--- src/acs_pkg.sv ---
`timescale 1ns / 1ps
`default_nettype none

package acs_pkg;

  localparam int SAMPLE_BITS = 12;
  localparam int VALUE_BITS  = 32;
  localparam int SUM_BITS    = 27;
  localparam int OFFSET_BITS = SAMPLE_BITS + 1;
  localparam int DIFF_BITS   = SAMPLE_BITS + 2;
  localparam int SHIFT_BITS  = 4;
  localparam int MAP_BITS    = 8;
  localparam int SCALE_BITS  = 16;
  localparam int FRAMES_BITS = 16;
  localparam int RAW_COUNT   = 4;
  localparam int SEL_BITS    = 2;
  localparam int PROD_BITS   = DIFF_BITS + SCALE_BITS;

  localparam int CFG_IDX_BITS  = 3;
  localparam int CFG_DATA_BITS = 16;

  localparam logic [CFG_IDX_BITS-1:0] REG_AVG_SHIFT   = 3'd0;
  localparam logic [CFG_IDX_BITS-1:0] REG_CHANNEL_MAP = 3'd1;
  localparam logic [CFG_IDX_BITS-1:0] REG_SCALE_CH0   = 3'd2;
  localparam logic [CFG_IDX_BITS-1:0] REG_SCALE_CH1   = 3'd3;
  localparam logic [CFG_IDX_BITS-1:0] REG_SCALE_CH2   = 3'd4;
  localparam logic [CFG_IDX_BITS-1:0] REG_SCALE_CH3   = 3'd5;

  localparam logic [SHIFT_BITS-1:0] AVG_SHIFT_RESET   = 4'd4;
  localparam logic [MAP_BITS-1:0]   CHANNEL_MAP_RESET = 8'd228;
  localparam logic [SCALE_BITS-1:0] SCALE_RESET       = 16'd1;

  typedef struct packed {
    logic                   restart;
    logic [SAMPLE_BITS-1:0] raw_0;
    logic [SAMPLE_BITS-1:0] raw_1;
    logic [SAMPLE_BITS-1:0] raw_2;
    logic [SAMPLE_BITS-1:0] raw_3;
  } acs_in_t;

  typedef struct packed {
    logic                         calibrated;
    logic signed [VALUE_BITS-1:0] value_0;
    logic signed [VALUE_BITS-1:0] value_1;
    logic signed [VALUE_BITS-1:0] value_2;
    logic signed [VALUE_BITS-1:0] value_3;
  } acs_out_t;

  typedef logic [RAW_COUNT-1:0][SCALE_BITS-1:0] acs_scales_t;

  typedef struct packed {
    logic                  advance;
    logic                  restart;
    logic                  calibrated;
    logic                  last;
    logic [SHIFT_BITS-1:0] shift;
  } acs_ctl_t;

endpackage

`default_nettype wire

--- src/acs_cfg.sv ---
`timescale 1ns / 1ps
`default_nettype none

module acs_cfg (
  input  wire logic                                 clk_i,
  input  wire logic                                 rst_ni,
  input  wire logic                                 cfg_valid_i,
  output logic                                      cfg_ready_o,
  input  wire logic [acs_pkg::CFG_IDX_BITS-1:0]     cfg_index_i,
  input  wire logic [acs_pkg::CFG_DATA_BITS-1:0]    cfg_data_i,
  output logic [acs_pkg::SHIFT_BITS-1:0]            avg_shift_o,
  output logic [acs_pkg::MAP_BITS-1:0]              channel_map_o,
  output acs_pkg::acs_scales_t                      scales_o
);

  logic [acs_pkg::SHIFT_BITS-1:0] shift_q, shift_d;
  logic [acs_pkg::MAP_BITS-1:0]   map_q, map_d;
  acs_pkg::acs_scales_t           scales_q, scales_d;

  assign cfg_ready_o = 1'b1;

  always_comb begin
    shift_d  = shift_q;
    map_d    = map_q;
    scales_d = scales_q;
    if (cfg_valid_i) begin
      unique case (cfg_index_i)
        acs_pkg::REG_AVG_SHIFT:   shift_d     = cfg_data_i[acs_pkg::SHIFT_BITS-1:0];
        acs_pkg::REG_CHANNEL_MAP: map_d       = cfg_data_i[acs_pkg::MAP_BITS-1:0];
        acs_pkg::REG_SCALE_CH0:   scales_d[0] = cfg_data_i[acs_pkg::SCALE_BITS-1:0];
        acs_pkg::REG_SCALE_CH1:   scales_d[1] = cfg_data_i[acs_pkg::SCALE_BITS-1:0];
        acs_pkg::REG_SCALE_CH2:   scales_d[2] = cfg_data_i[acs_pkg::SCALE_BITS-1:0];
        acs_pkg::REG_SCALE_CH3:   scales_d[3] = cfg_data_i[acs_pkg::SCALE_BITS-1:0];
        default: begin
        end
      endcase
    end
  end

  always_ff @(posedge clk_i or negedge rst_ni) begin
    if (!rst_ni) begin
      shift_q  <= acs_pkg::AVG_SHIFT_RESET;
      map_q    <= acs_pkg::CHANNEL_MAP_RESET;
      scales_q <= {acs_pkg::RAW_COUNT{acs_pkg::SCALE_RESET}};
    end else begin
      shift_q  <= shift_d;
      map_q    <= map_d;
      scales_q <= scales_d;
    end
  end

  assign avg_shift_o   = shift_q;
  assign channel_map_o = map_q;
  assign scales_o      = scales_q;

endmodule

`default_nettype wire

--- src/acs_lane.sv ---
`timescale 1ns / 1ps
`default_nettype none

module acs_lane (
  input  wire logic                                  clk_i,
  input  wire logic                                  rst_ni,
  input  wire acs_pkg::acs_ctl_t                     ctl_i,
  input  wire logic [acs_pkg::SAMPLE_BITS-1:0]       sample_i,
  input  wire logic signed [acs_pkg::SCALE_BITS-1:0] scale_i,
  output logic [acs_pkg::VALUE_BITS-1:0]             value_o
);

  localparam int SumBits  = acs_pkg::SUM_BITS;
  localparam int ProdBits = acs_pkg::PROD_BITS;

  logic [SumBits-1:0]                  sum_q, sum_d;
  logic [acs_pkg::OFFSET_BITS-1:0]     offset_q, offset_d;
  logic [acs_pkg::VALUE_BITS-1:0]      value_q, value_d;

  logic [SumBits-1:0]                  sum_add;
  logic [SumBits:0]                    bias;
  logic [SumBits:0]                    biased;
  logic [SumBits:0]                    mean;
  logic [acs_pkg::OFFSET_BITS-1:0]     new_offset;
  logic [acs_pkg::OFFSET_BITS-1:0]     use_offset;
  logic signed [acs_pkg::DIFF_BITS-1:0] diff;
  logic signed [ProdBits-1:0]          prod;

  assign sum_add = sum_q + SumBits'(sample_i);
  assign bias    = (ctl_i.shift == '0) ? '0 :
                   ((SumBits+1)'(1) << (ctl_i.shift - acs_pkg::SHIFT_BITS'(1)));
  assign biased  = {1'b0, sum_add} + bias;
  assign mean    = biased >> ctl_i.shift;
  assign new_offset = {1'b0, mean[acs_pkg::SAMPLE_BITS-1:0]} + acs_pkg::OFFSET_BITS'(1);
  assign use_offset = ctl_i.calibrated ? offset_q : new_offset;
  assign diff    = $signed({2'b00, sample_i}) - $signed({1'b0, use_offset});
  assign prod    = ProdBits'(diff) * ProdBits'(scale_i);

  always_comb begin
    sum_d    = sum_q;
    offset_d = offset_q;
    value_d  = value_q;
    if (ctl_i.advance) begin
      if (ctl_i.restart) begin
        sum_d = '0;
      end else if (ctl_i.calibrated) begin
        value_d = acs_pkg::VALUE_BITS'(prod);
      end else if (ctl_i.last) begin
        sum_d    = '0;
        offset_d = new_offset;
        value_d  = acs_pkg::VALUE_BITS'(prod);
      end else begin
        sum_d = sum_add;
      end
    end
  end

  always_ff @(posedge clk_i or negedge rst_ni) begin
    if (!rst_ni) begin
      sum_q    <= '0;
      offset_q <= '0;
      value_q  <= '0;
    end else begin
      sum_q    <= sum_d;
      offset_q <= offset_d;
      value_q  <= value_d;
    end
  end

  assign value_o = value_q;

endmodule

`default_nettype wire

--- src/adc_offset_calibrate_scale.sv ---
`timescale 1ns / 1ps
`default_nettype none

// Channel  Direction  Handshake            Payload
// in       input      in_valid / in_stall  acs_in_t: restart, raw_0..raw_3
// out      output     out_valid / out_stall acs_out_t: calibrated, value_0..value_3
// cfg      input      cfg_valid / cfg_ready cfg_index (3 bits), cfg_data (16 bits)
//
// One frame per cycle while out_stall is low: input register, then the per-channel
// sum, rounding and 14x16 multiply into the result register.
// Reset clears sums, offsets and held values, reloads the frame count from the
// average shift and loads register defaults. out_stall holds the result
// register and back-pressures the input register; cfg writes complete at once.

module adc_offset_calibrate_scale #(
  parameter int CHANNELS = 4
) (
  input  wire logic                               clk_i,
  input  wire logic                               rst_ni,
  input  wire logic                               in_valid_i,
  output logic                                    in_stall_o,
  input  wire acs_pkg::acs_in_t                   in_data_i,
  output logic                                    out_valid_o,
  input  wire logic                               out_stall_i,
  output acs_pkg::acs_out_t                       out_data_o,
  input  wire logic                               cfg_valid_i,
  output logic                                    cfg_ready_o,
  input  wire logic [acs_pkg::CFG_IDX_BITS-1:0]   cfg_index_i,
  input  wire logic [acs_pkg::CFG_DATA_BITS-1:0]  cfg_data_i
);

  localparam int FrameBits = acs_pkg::FRAMES_BITS;

  logic [acs_pkg::SHIFT_BITS-1:0] avg_shift;
  logic [acs_pkg::MAP_BITS-1:0]   channel_map;
  acs_pkg::acs_scales_t           scales;

  logic             s1_valid_q, s1_valid_d;
  acs_pkg::acs_in_t s1_data_q;
  logic             out_valid_q, out_valid_d;
  logic             cal_q, cal_d;
  logic [FrameBits-1:0] frames_q, frames_d;
  logic [FrameBits-1:0] frames_reload;
  logic             adv;
  acs_pkg::acs_ctl_t ctl;

  logic [acs_pkg::RAW_COUNT-1:0][acs_pkg::SAMPLE_BITS-1:0] raw;
  logic [acs_pkg::RAW_COUNT-1:0][acs_pkg::VALUE_BITS-1:0]  vals;

  acs_cfg u_cfg (
    .clk_i         (clk_i),
    .rst_ni        (rst_ni),
    .cfg_valid_i   (cfg_valid_i),
    .cfg_ready_o   (cfg_ready_o),
    .cfg_index_i   (cfg_index_i),
    .cfg_data_i    (cfg_data_i),
    .avg_shift_o   (avg_shift),
    .channel_map_o (channel_map),
    .scales_o      (scales)
  );

  assign adv        = s1_valid_q && (!out_valid_q || !out_stall_i);
  assign in_stall_o = s1_valid_q && !adv;
  assign s1_valid_d = in_stall_o ? s1_valid_q : in_valid_i;

  always_comb begin
    out_valid_d = out_valid_q;
    if (adv) begin
      out_valid_d = 1'b1;
    end else if (!out_stall_i) begin
      out_valid_d = 1'b0;
    end
  end

  assign frames_reload = FrameBits'(1) << avg_shift;

  always_comb begin
    frames_d = frames_q;
    cal_d    = cal_q;
    if (adv) begin
      if (s1_data_q.restart) begin
        frames_d = frames_reload;
        cal_d    = 1'b0;
      end else if (!cal_q) begin
        if (ctl.last) begin
          frames_d = frames_reload;
          cal_d    = 1'b1;
        end else begin
          frames_d = frames_q - FrameBits'(1);
        end
      end
    end
  end

  always_ff @(posedge clk_i or negedge rst_ni) begin
    if (!rst_ni) begin
      s1_valid_q  <= 1'b0;
      out_valid_q <= 1'b0;
      cal_q       <= 1'b0;
      frames_q    <= FrameBits'(1) << acs_pkg::AVG_SHIFT_RESET;
    end else begin
      s1_valid_q  <= s1_valid_d;
      out_valid_q <= out_valid_d;
      cal_q       <= cal_d;
      frames_q    <= frames_d;
    end
  end

  always_ff @(posedge clk_i) begin
    if (in_valid_i && !in_stall_o) begin
      s1_data_q <= in_data_i;
    end
  end

  assign ctl.advance    = adv;
  assign ctl.restart    = s1_data_q.restart;
  assign ctl.calibrated = cal_q;
  assign ctl.last       = (frames_q == FrameBits'(1));
  assign ctl.shift      = avg_shift;

  assign raw[0] = s1_data_q.raw_0;
  assign raw[1] = s1_data_q.raw_1;
  assign raw[2] = s1_data_q.raw_2;
  assign raw[3] = s1_data_q.raw_3;

  for (genvar ch = 0; ch < acs_pkg::RAW_COUNT; ch++) begin : g_lane
    if (ch < CHANNELS) begin : g_on
      logic [acs_pkg::SEL_BITS-1:0] sel;
      assign sel = channel_map[acs_pkg::SEL_BITS*ch +: acs_pkg::SEL_BITS];
      acs_lane u_lane (
        .clk_i    (clk_i),
        .rst_ni   (rst_ni),
        .ctl_i    (ctl),
        .sample_i (raw[sel]),
        .scale_i  ($signed(scales[ch])),
        .value_o  (vals[ch])
      );
    end else begin : g_off
      assign vals[ch] = '0;
    end
  end

  assign out_valid_o           = out_valid_q;
  assign out_data_o.calibrated = cal_q;
  assign out_data_o.value_0    = vals[0];
  assign out_data_o.value_1    = vals[1];
  assign out_data_o.value_2    = vals[2];
  assign out_data_o.value_3    = vals[3];

  a_frames_nonzero: assert property (@(posedge clk_i) disable iff (!rst_ni)
    frames_q != '0)
    else $error("frame count reached zero");

  a_cal_rise: assert property (@(posedge clk_i) disable iff (!rst_ni)
    $rose(cal_q) |-> $past(adv && !s1_data_q.restart && ctl.last))
    else $error("calibration set outside the last frame of a run");

  a_hold_uncal: assert property (@(posedge clk_i) disable iff (!rst_ni)
    !cal_q |-> $stable(vals))
    else $error("values changed while not calibrated");

  a_out_on_adv: assert property (@(posedge clk_i) disable iff (!rst_ni)
    adv |=> out_valid_q)
    else $error("advanced request produced no result");

endmodule

`default_nettype wire
--- config.mk ---
export PLATFORM = sky130hd
export DESIGN_NAME = adc_offset_calibrate_scale
export DESIGN_NICKNAME = d
export VERILOG_FILES = /design/src/acs_pkg.sv /design/src/acs_cfg.sv /design/src/acs_lane.sv /design/src/adc_offset_calibrate_scale.sv
export SDC_FILE = /design/constraint.sdc
export NUM_CORES = 2
export LEC_CHECK = 0
export ABC_AREA = 1
export BUFFER_PORTS_ARGS = -buffer_cell sky130_fd_sc_hd__buf_2
export CELL_PAD_IN_SITES_DETAIL_PLACEMENT = 0
export CELL_PAD_IN_SITES_GLOBAL_PLACEMENT = 1
export CORE_MARGIN = 3
export CORE_UTILIZATION = 30
export DETAILED_ROUTE_END_ITERATION = 6
export HOLD_SLACK_MARGIN = 0.15
export PLACE_DENSITY = 0.58
export SLEW_MARGIN = 15
export SYNTH_ARGS = -nofsm -noshare
export SYNTH_HDL_FRONTEND = slang
export SYNTH_SLANG_ARGS = --single-unit
export TNS_END_PERCENT = 30
--- constraint.sdc ---
create_clock -name clk_i -period 25.8 [get_ports clk_i]
set_input_delay 0 -clock clk_i [delete_from_list [all_inputs] [get_ports clk_i]]
set_output_delay 0 -clock clk_i [all_outputs]
set_load 0.01 [all_outputs]
* After elaboration in Yosys (flattened, before gate mapping)
Index checks and enable logic that the tools add are counted.
** Operators by class
- Bitwise logic cells :: 2
- $mul :: 4
- Muxes and demuxes :: 41
- Shift-type cells :: 6
- Reductions and logical operators :: 20
- $add $sub $neg :: 18
- Magnitude comparators :: 4
- Equal/unequal tests :: 8
- Divide/modulo/power cells :: 0
** Operator list (number)
- 2-to-1 mux 27 bit :: 12
- 2-to-1 mux 32 bit :: 8
- multiplier 14 x 16 -> 30 bit :: 4
- adder 27 x 28 -> 28 bit :: 4
- >> shifter 28 x 4 -> 12 bit :: 4
- adder 27 x 12 -> 27 bit :: 4
- binary-select mux 12 bit (select 2 bit) :: 4
- subtractor 12 x 13 -> 14 bit :: 4
- adder 12 x 1 -> 13 bit (second input constant) :: 4
- 2-to-1 mux 13 bit :: 4
- 2-to-1 mux 12 bit :: 4
- 2-to-1 mux 16 bit :: 3
- 2-to-1 mux 28 bit :: 1
- left shift 1 x 4 -> 28 bit (first input constant) :: 1
- == test 16 x 1 -> 1 bit (second input constant) :: 1
- left shift 1 x 4 -> 16 bit (first input constant) :: 1
- subtractor 16 x 1 -> 16 bit (second input constant) :: 1
- AND reduction 2 bit :: 7
- less-than comparator 2 x 3 -> 1 bit (second input constant) :: 4
- == test 3 x 2 -> 1 bit (second input constant) :: 2
- == test 3 bit (second input constant) :: 2
- 2-to-1 mux 1 bit :: 5
- logical NOT 1 bit :: 4
- logical NOT 4 bit :: 1
- 11 further kinds :: 14
** Storage, ports and cells
- Memory bits (writable) :: 0
- Memory bits (read-only) :: 0
- Bits in latches :: 0
- Memories :: 0
- Flip-flop bits (word level) :: 432
- Input bits :: 73

* Longest topological paths before layout
- Depth in word-level cells :: 11
- Depth in mapped cells :: 86
- Gate-level depth less buffers :: 84

* By module
A second synthesis with hierarchy kept.
** Unflattened totals
- Cells, all modules :: 9492
- Area total of the unflattened synthesis :: 69394.1 um^2
** By module, submodules not included
- acs_lane at g_lane[0].g_on.u_lane :: area an instance 15581.2 um^2, instances 1, cells each 2179
- acs_lane at g_lane[3].g_on.u_lane :: area an instance 15579.9 um^2, instances 1, cells each 2147
- acs_lane at g_lane[2].g_on.u_lane :: area an instance 15512.4 um^2, instances 1, cells each 2152
- acs_lane at g_lane[1].g_on.u_lane :: area an instance 15464.8 um^2, instances 1, cells each 2122
- adc_offset_calibrate_scale :: area an instance 4210.3 um^2, instances 1, cells each 551
- acs_cfg :: area an instance 3045.4 um^2, instances 1, cells each 341

* Worst setup path after synthesis
OpenSTA, ideal clock, no wires.
- Path type :: reg2reg
- Start :: reg u_cfg.map_q, in the netlist u_cfg.channel_map_o[2]
- End :: reg g_lane[1].g_on.u_lane.value_q, in the netlist g_lane[1].g_on.u_lane.value_o[28]
- Period minus slack after synthesis :: 11.701 ns
- Cell stages (with the launch flop) :: 69
- Slack :: 14.099 ns
- Arrival :: 11.575 ns
- Required time :: 25.674 ns
- Path through :: dfstp_2 clkbuf_1 inv_1 nand2_1 a32oi_1 ha_1 fa_1 nand3_1 nand3_2 nand2_1 nand2_1 a21oi_1 xor2_1 inv_1 ha_1 a21oi_1 o21ai_0 a21oi_1 (+33 left out) fa_1 fa_1 inv_1 fa_1 inv_1 ha_1 a21oi_1 o21ai_0 a21oi_1 o21ai_0 a21boi_0 o21ai_0 nand2_1 nand2_1 a21oi_1 nand2_1 nand2_1 o21ai_0
** Between the ends
- Word-level cells in the longest chain between the ends :: 11
** RTL lines
- from (decl) :: line acs_cfg.sv:17 : logic [acs_pkg::MAP_BITS-1:0] map_q, map_d;
- from (signal assigned) :: line acs_cfg.sv:43 : map_q <= acs_pkg::CHANNEL_MAP_RESET;
- from (signal assigned) :: line acs_cfg.sv:47 : map_q <= map_d;
- binary-select mux 12 bit (select 2 bit) (*) :: line adc_offset_calibrate_scale.sv:134 : .sample_i (raw[sel]),
- 2-to-1 mux 12 bit (not written as such) (*) :: line adc_offset_calibrate_scale.sv:134
- adder 27 x 12 -> 27 bit (*) :: line acs_lane.sv:29 : assign sum_add = sum_q + SumBits'(sample_i);
- adder 27 x 28 -> 28 bit (*) :: line acs_lane.sv:32 : assign biased = {1'b0, sum_add} + bias;
- >> shifter 28 x 4 -> 12 bit (*) :: line acs_lane.sv:33 : assign mean = biased >> ctl_i.shift;
- adder 12 x 1 -> 13 bit (*) :: line acs_lane.sv:34 : assign new_offset = {1'b0, mean[acs_pkg::SAMPLE_BITS-1:0]} + acs_pkg::OFFSET_BITS'(1);
- named net g_lane[1].g_on.u_lane.new_offset (one bit) :: line acs_lane.sv:24 : logic [acs_pkg::OFFSET_BITS-1:0] new_offset;
- 2-to-1 mux 13 bit (*) :: line acs_lane.sv:35 : assign use_offset = ctl_i.calibrated ? offset_q : new_offset;
- subtractor 12 x 13 -> 14 bit (*) :: line acs_lane.sv:36 : assign diff = $signed({2'b00, sample_i}) - $signed({1'b0, use_offset});
- multiplier 14 x 16 -> 30 bit (*) :: line acs_lane.sv:37 : assign prod = ProdBits'(diff) * ProdBits'(scale_i);
- 2-to-1 mux 32 bit :: line acs_lane.sv:48 : end else if (ctl_i.last) begin
- 2-to-1 mux 32 bit (*) :: line acs_lane.sv:46 : end else if (ctl_i.calibrated) begin
- to (signal assigned) :: line acs_lane.sv:66 : value_q <= value_d;
- to (decl) :: line acs_lane.sv:18 : logic [acs_pkg::VALUE_BITS-1:0] value_q, value_d;
Mark *: on every way through the listed nets, which the timed path passes. The rest lies on a longest branch. The select of a mux whose other input is x is not followed.
A chain may end at the register's enable or synchronous reset.

* Worst setup path after layout
- Start :: reg u_cfg.shift_q, in the netlist u_cfg.avg_shift_o[1]
- End :: reg g_lane[0].g_on.u_lane.value_q, in the netlist g_lane[0].g_on.u_lane.value_o[30]
** Between the ends
- Word-level cells in the longest chain between the ends :: 11
** RTL lines
- from (decl) :: line acs_cfg.sv:16 : logic [acs_pkg::SHIFT_BITS-1:0] shift_q, shift_d;
- from (signal assigned) :: line acs_cfg.sv:42 : shift_q <= acs_pkg::AVG_SHIFT_RESET;
- from (signal assigned) :: line acs_cfg.sv:46 : shift_q <= shift_d;
- subtractor 4 x 1 -> 4 bit :: line acs_lane.sv:31 : ((SumBits+1)'(1) << (ctl_i.shift - acs_pkg::SHIFT_BITS'(1)));
- left shift 1 x 4 -> 28 bit :: line acs_lane.sv:31
- 2-to-1 mux 28 bit :: line acs_lane.sv:30 : assign bias = (ctl_i.shift == '0) ? '0 :
- adder 27 x 28 -> 28 bit :: line acs_lane.sv:32
- >> shifter 28 x 4 -> 12 bit (*) :: line acs_lane.sv:33
- adder 12 x 1 -> 13 bit (*) :: line acs_lane.sv:34
- 2-to-1 mux 13 bit (*) :: line acs_lane.sv:35
- subtractor 12 x 13 -> 14 bit (*) :: line acs_lane.sv:36
- multiplier 14 x 16 -> 30 bit (*) :: line acs_lane.sv:37
- 2-to-1 mux 32 bit :: line acs_lane.sv:48
- 2-to-1 mux 32 bit (*) :: line acs_lane.sv:46
- to (signal assigned) :: line acs_lane.sv:66
- to (decl) :: line acs_lane.sv:18
Every way passes the cells marked *; elsewhere a longest branch is shown, timed or not. The select of a mux whose other input is x is not followed.

==> impl_metrics.env <==
export IMPL_ios=205
export IMPL_syn_nets=10270
export IMPL_worst_ep_required_time_ns=26.38
export IMPL_initial_utilization_pct=30.33
export IMPL_yosys_top_cells_area="fa_1 27%, dfrtp_1 14%, nand2_1 12%"
export IMPL_min_period_ns=15.74
export IMPL_grt_pass1_vias=59510
export IMPL_area_growth_pct=11.18
export IMPL_fin_tns_setup_ns=0
export IMPL_ant_nets=0
export IMPL_max_freq_mhz=63.52
export IMPL_cts_root_buffer="clkbuf_16"
export IMPL_drive_gt1_share_pct=8.533
export IMPL_arrival_ns=16.32
export IMPL_vias=57600
export IMPL_num_rows=172
export IMPL_hold_violations=0
export IMPL_syn_cell_area_um2=66970
export IMPL_grt_overflow=0
export IMPL_die_area_um2=228900
export IMPL_wl_per_cell_um=19.99
export IMPL_maxSlewViolCount=0
export IMPL_gp_congestion=0.8904
export IMPL_slowest_delay_ns=0.86
export IMPL_clock_skew_ns=0.04392
export IMPL_max_cap_violations=0
export IMPL_use_met3_pct=2.152
export IMPL_rsz0062_at_grt="false"
export IMPL_synth_cell_types=75
export IMPL_insertion_delay_ns=0.72
export IMPL_syn_avg_cell_area_um2=7.564
export IMPL_synth_top_cell_by_area="fa_1"
export IMPL_drc=0
export IMPL_cts_buffer_depth=3
export IMPL_hold_class="input port to flop"
export IMPL_grt_max_degree=129
export IMPL_cts_sinks=424
export IMPL_die_h_um=478.5
export IMPL_drt_iter0_drc=4056
export IMPL_synthCells=8854
export IMPL_cts_repair_resized=0
export IMPL_crit_top_cell="nand2_1"
export IMPL_finalSetupViolCount=0
export IMPL_seq_area_frac_synth_pct=16.23
export IMPL_synth_edff_count=49
export IMPL_finish_instance_area_um2=74450
export IMPL_busiest_layer="met2"
export IMPL_cts_tree="done"
export IMPL_layout_nets=10420
export IMPL_min_period_over_period_pct=61.02
export IMPL_vias_per_cell=4.791
export IMPL_wl_mm=240.3
export IMPL_cts_inserted_buffers=67
export IMPL_grt_usage_pct=21.18
export IMPL_grt_pass1_wl_mm=372.4
export IMPL_worstSetupPathType="flop to flop"
export IMPL_ctsHtreeMaxLevel=3
export IMPL_status="finished clean"
export IMPL_slowest_stage="nor2_1"
export IMPL_synth_seq_cells=424
export IMPL_antenna_found_initial=12
export IMPL_slew_headroom_pct=25.94
export IMPL_numPortBuffers=203
export IMPL_cp_end_kind="flop"
export IMPL_startpoint_type="flop"
export IMPL_clk_pin_slew_ns=0.07
export IMPL_place_ws_ns=10.11
export IMPL_post_cts_buffers=0
export IMPL_firstDrtPassIters=6
export IMPL_yosysTopAreaCellShare_pct=26.61
export IMPL_synthArstFlopShare_pct=88.44
export IMPL_dp_hpwl_mm=193.0
export IMPL_yosysWarnings=0
export IMPL_synth_flop_cell="dfrtp_1"
export IMPL_crit_fanout=26
export IMPL_grtUsageMet2_pct=35.40
export IMPL_holdBufCountCts=131
export IMPL_core_um2=220800
export IMPL_tightestPinTransition_ns=1.110
export IMPL_use_met1_pct=29.08
export IMPL_setup_slack_ns=10.06
export IMPL_placedInstanceArea_um2=70720
export IMPL_dieWidth_um=478.5
cells in the mapped netlist, drive strengths merged (8+ instances only):
library cell     n
nand2         2293
or2             79
a22o            44
dfstp           10
a21boi          11
xor2           143
nand3b          13
edfxtp          49
nor2           774
nor3            43
a32oi            8
nand3          573
a31oi           24
buf             75
o21bai          17
clkinv          18
nand4           43
dfrtp          365
fa             890
o22ai           87
clkbuf         226
ha             452
o221ai           8
a21oi          272
xnor2          105
inv           1653
o31ai           12
a21o            12
o211ai          16
o21ai          479
cells in the final DEF (no fill, tap or decap), types with 58 or more instances in the layout:
cell type      Yosys  layout
nor2_1           678     677
nand2_1         2196    2195
buf_2             26     202
ha_1             452     452
or2_2             77      77
clkbuf_16          0      70
dlygate4sd3_1      0     130
xor2_1           142     142
nand3_2           58      58
nand3_1          509     509
fa_1             890     890
o21ai_0          458     458
inv_1           1631    1626
dfrtp_1          365     362
o22ai_1           87      79
nand2_2           68      68
a21oi_1          271     270
xnor2_1          105     105
flip-flops by register name (all words and copies together) (netlist names):
name                         cells
g_lane.g_on.u_lane.sum_q       108
u_cfg.channel_map_o              8
ctl                              1
g_lane.g_on.u_lane.value_o     120
s1_valid_q                       1
raw                             48
u_cfg.avg_shift_o                4
out_valid_o                      1
cal_q                            1
frames_q                        16
g_lane.g_on.u_lane.offset_q     52
u_cfg.scales_o                  64
per-layer routing:
| layer | vias to the layer above | share of wire [%] |
|---|---|---|
| met5 | - | 0.0037 |
| met4 | 2 | 2.8 |
| met3 | 231 | 4.6 |
| met2 | 1271 | 47 |
| met1 | 28420 | 46 |
| li1 | 27680 | - |
through the flow:
stage / utilization, % / cells / hold WS (ns)
2_1_floorplan: - / 8854 / -0.2956
3_3_place_gp: 32.03 / 11760 / 0.02897
3_5_place_dp: 32.03 / 11760 / 0.02604
4_1_cts: 33.71 / 12020 / 0.3604
5_1_grt: 33.71 / 12020 / 0.4098
6_report: 33.72 / 12020 / 0.4265
cell type report:
type	count	area [um^2]
timing repair buffer	383	2748
clock buffer	87	1946
clock inverter	37	441.7
tap	2958	3701
fill	23670	146300
sequential	424	10880
antenna	7	17.52
inverter	1671	6282
multi-input combinational	6457	48440
worst max-delay path: cells and delay by family, from the launching register on:
family          cells  cell delay (ns)
compound gates     19             3.72
xor+xnor            3             0.75
fa+ha+maj          10             3.87
buf+inv            12             1.67
flops               1             0.63
simple gates       25             4.88
kinds of logic (layout without fill, tap and decap cells):
| kind of cell | count (synthesis) | after routing | synth area share (%) |
|---|---|---|---|
| multiplexers | 7 | 7 | 0.1046 |
| buffers and inverters | 1973 | 2178 | 11.56 |
| other | 1 | 8 | 0.005600 |
| AO/OA/AOI/OAI | 1024 | 1024 | 8.645 |
| AND/OR/NAND/NOR | 3835 | 3835 | 25.15 |
| adder cells (fa/ha/maj) | 1342 | 1342 | 35.05 |
| flip-flops | 424 | 424 | 16.23 |
| XOR/XNOR | 248 | 248 | 3.255 |
worst paths after layout:
kind                       cells after the start                        startpoint  slack (ns)                                end
setup reg to reg                              69              u_cfg.avg_shift_o[1]       10.06  g_lane[0].g_on.u_lane.value_o[30]
hold reg to reg                                2  g_lane[1].g_on.u_lane.value_o[3]        0.46   g_lane[1].g_on.u_lane.value_o[3]
max in group asynchronous                      5                            rst_ni       23.78                        out_valid_o
hold / removal                                 4                    cfg_data_i[15]        0.43                 u_cfg.scales_o[47]
min in group asynchronous                      4                            rst_ni        0.45  g_lane[1].g_on.u_lane.value_o[27]
setup / recovery                              69              u_cfg.avg_shift_o[1]       10.06  g_lane[0].g_on.u_lane.value_o[30]
Power is not shown: default switching activity piles up to over one toggle a cycle in this logic, so the estimate is an artifact.
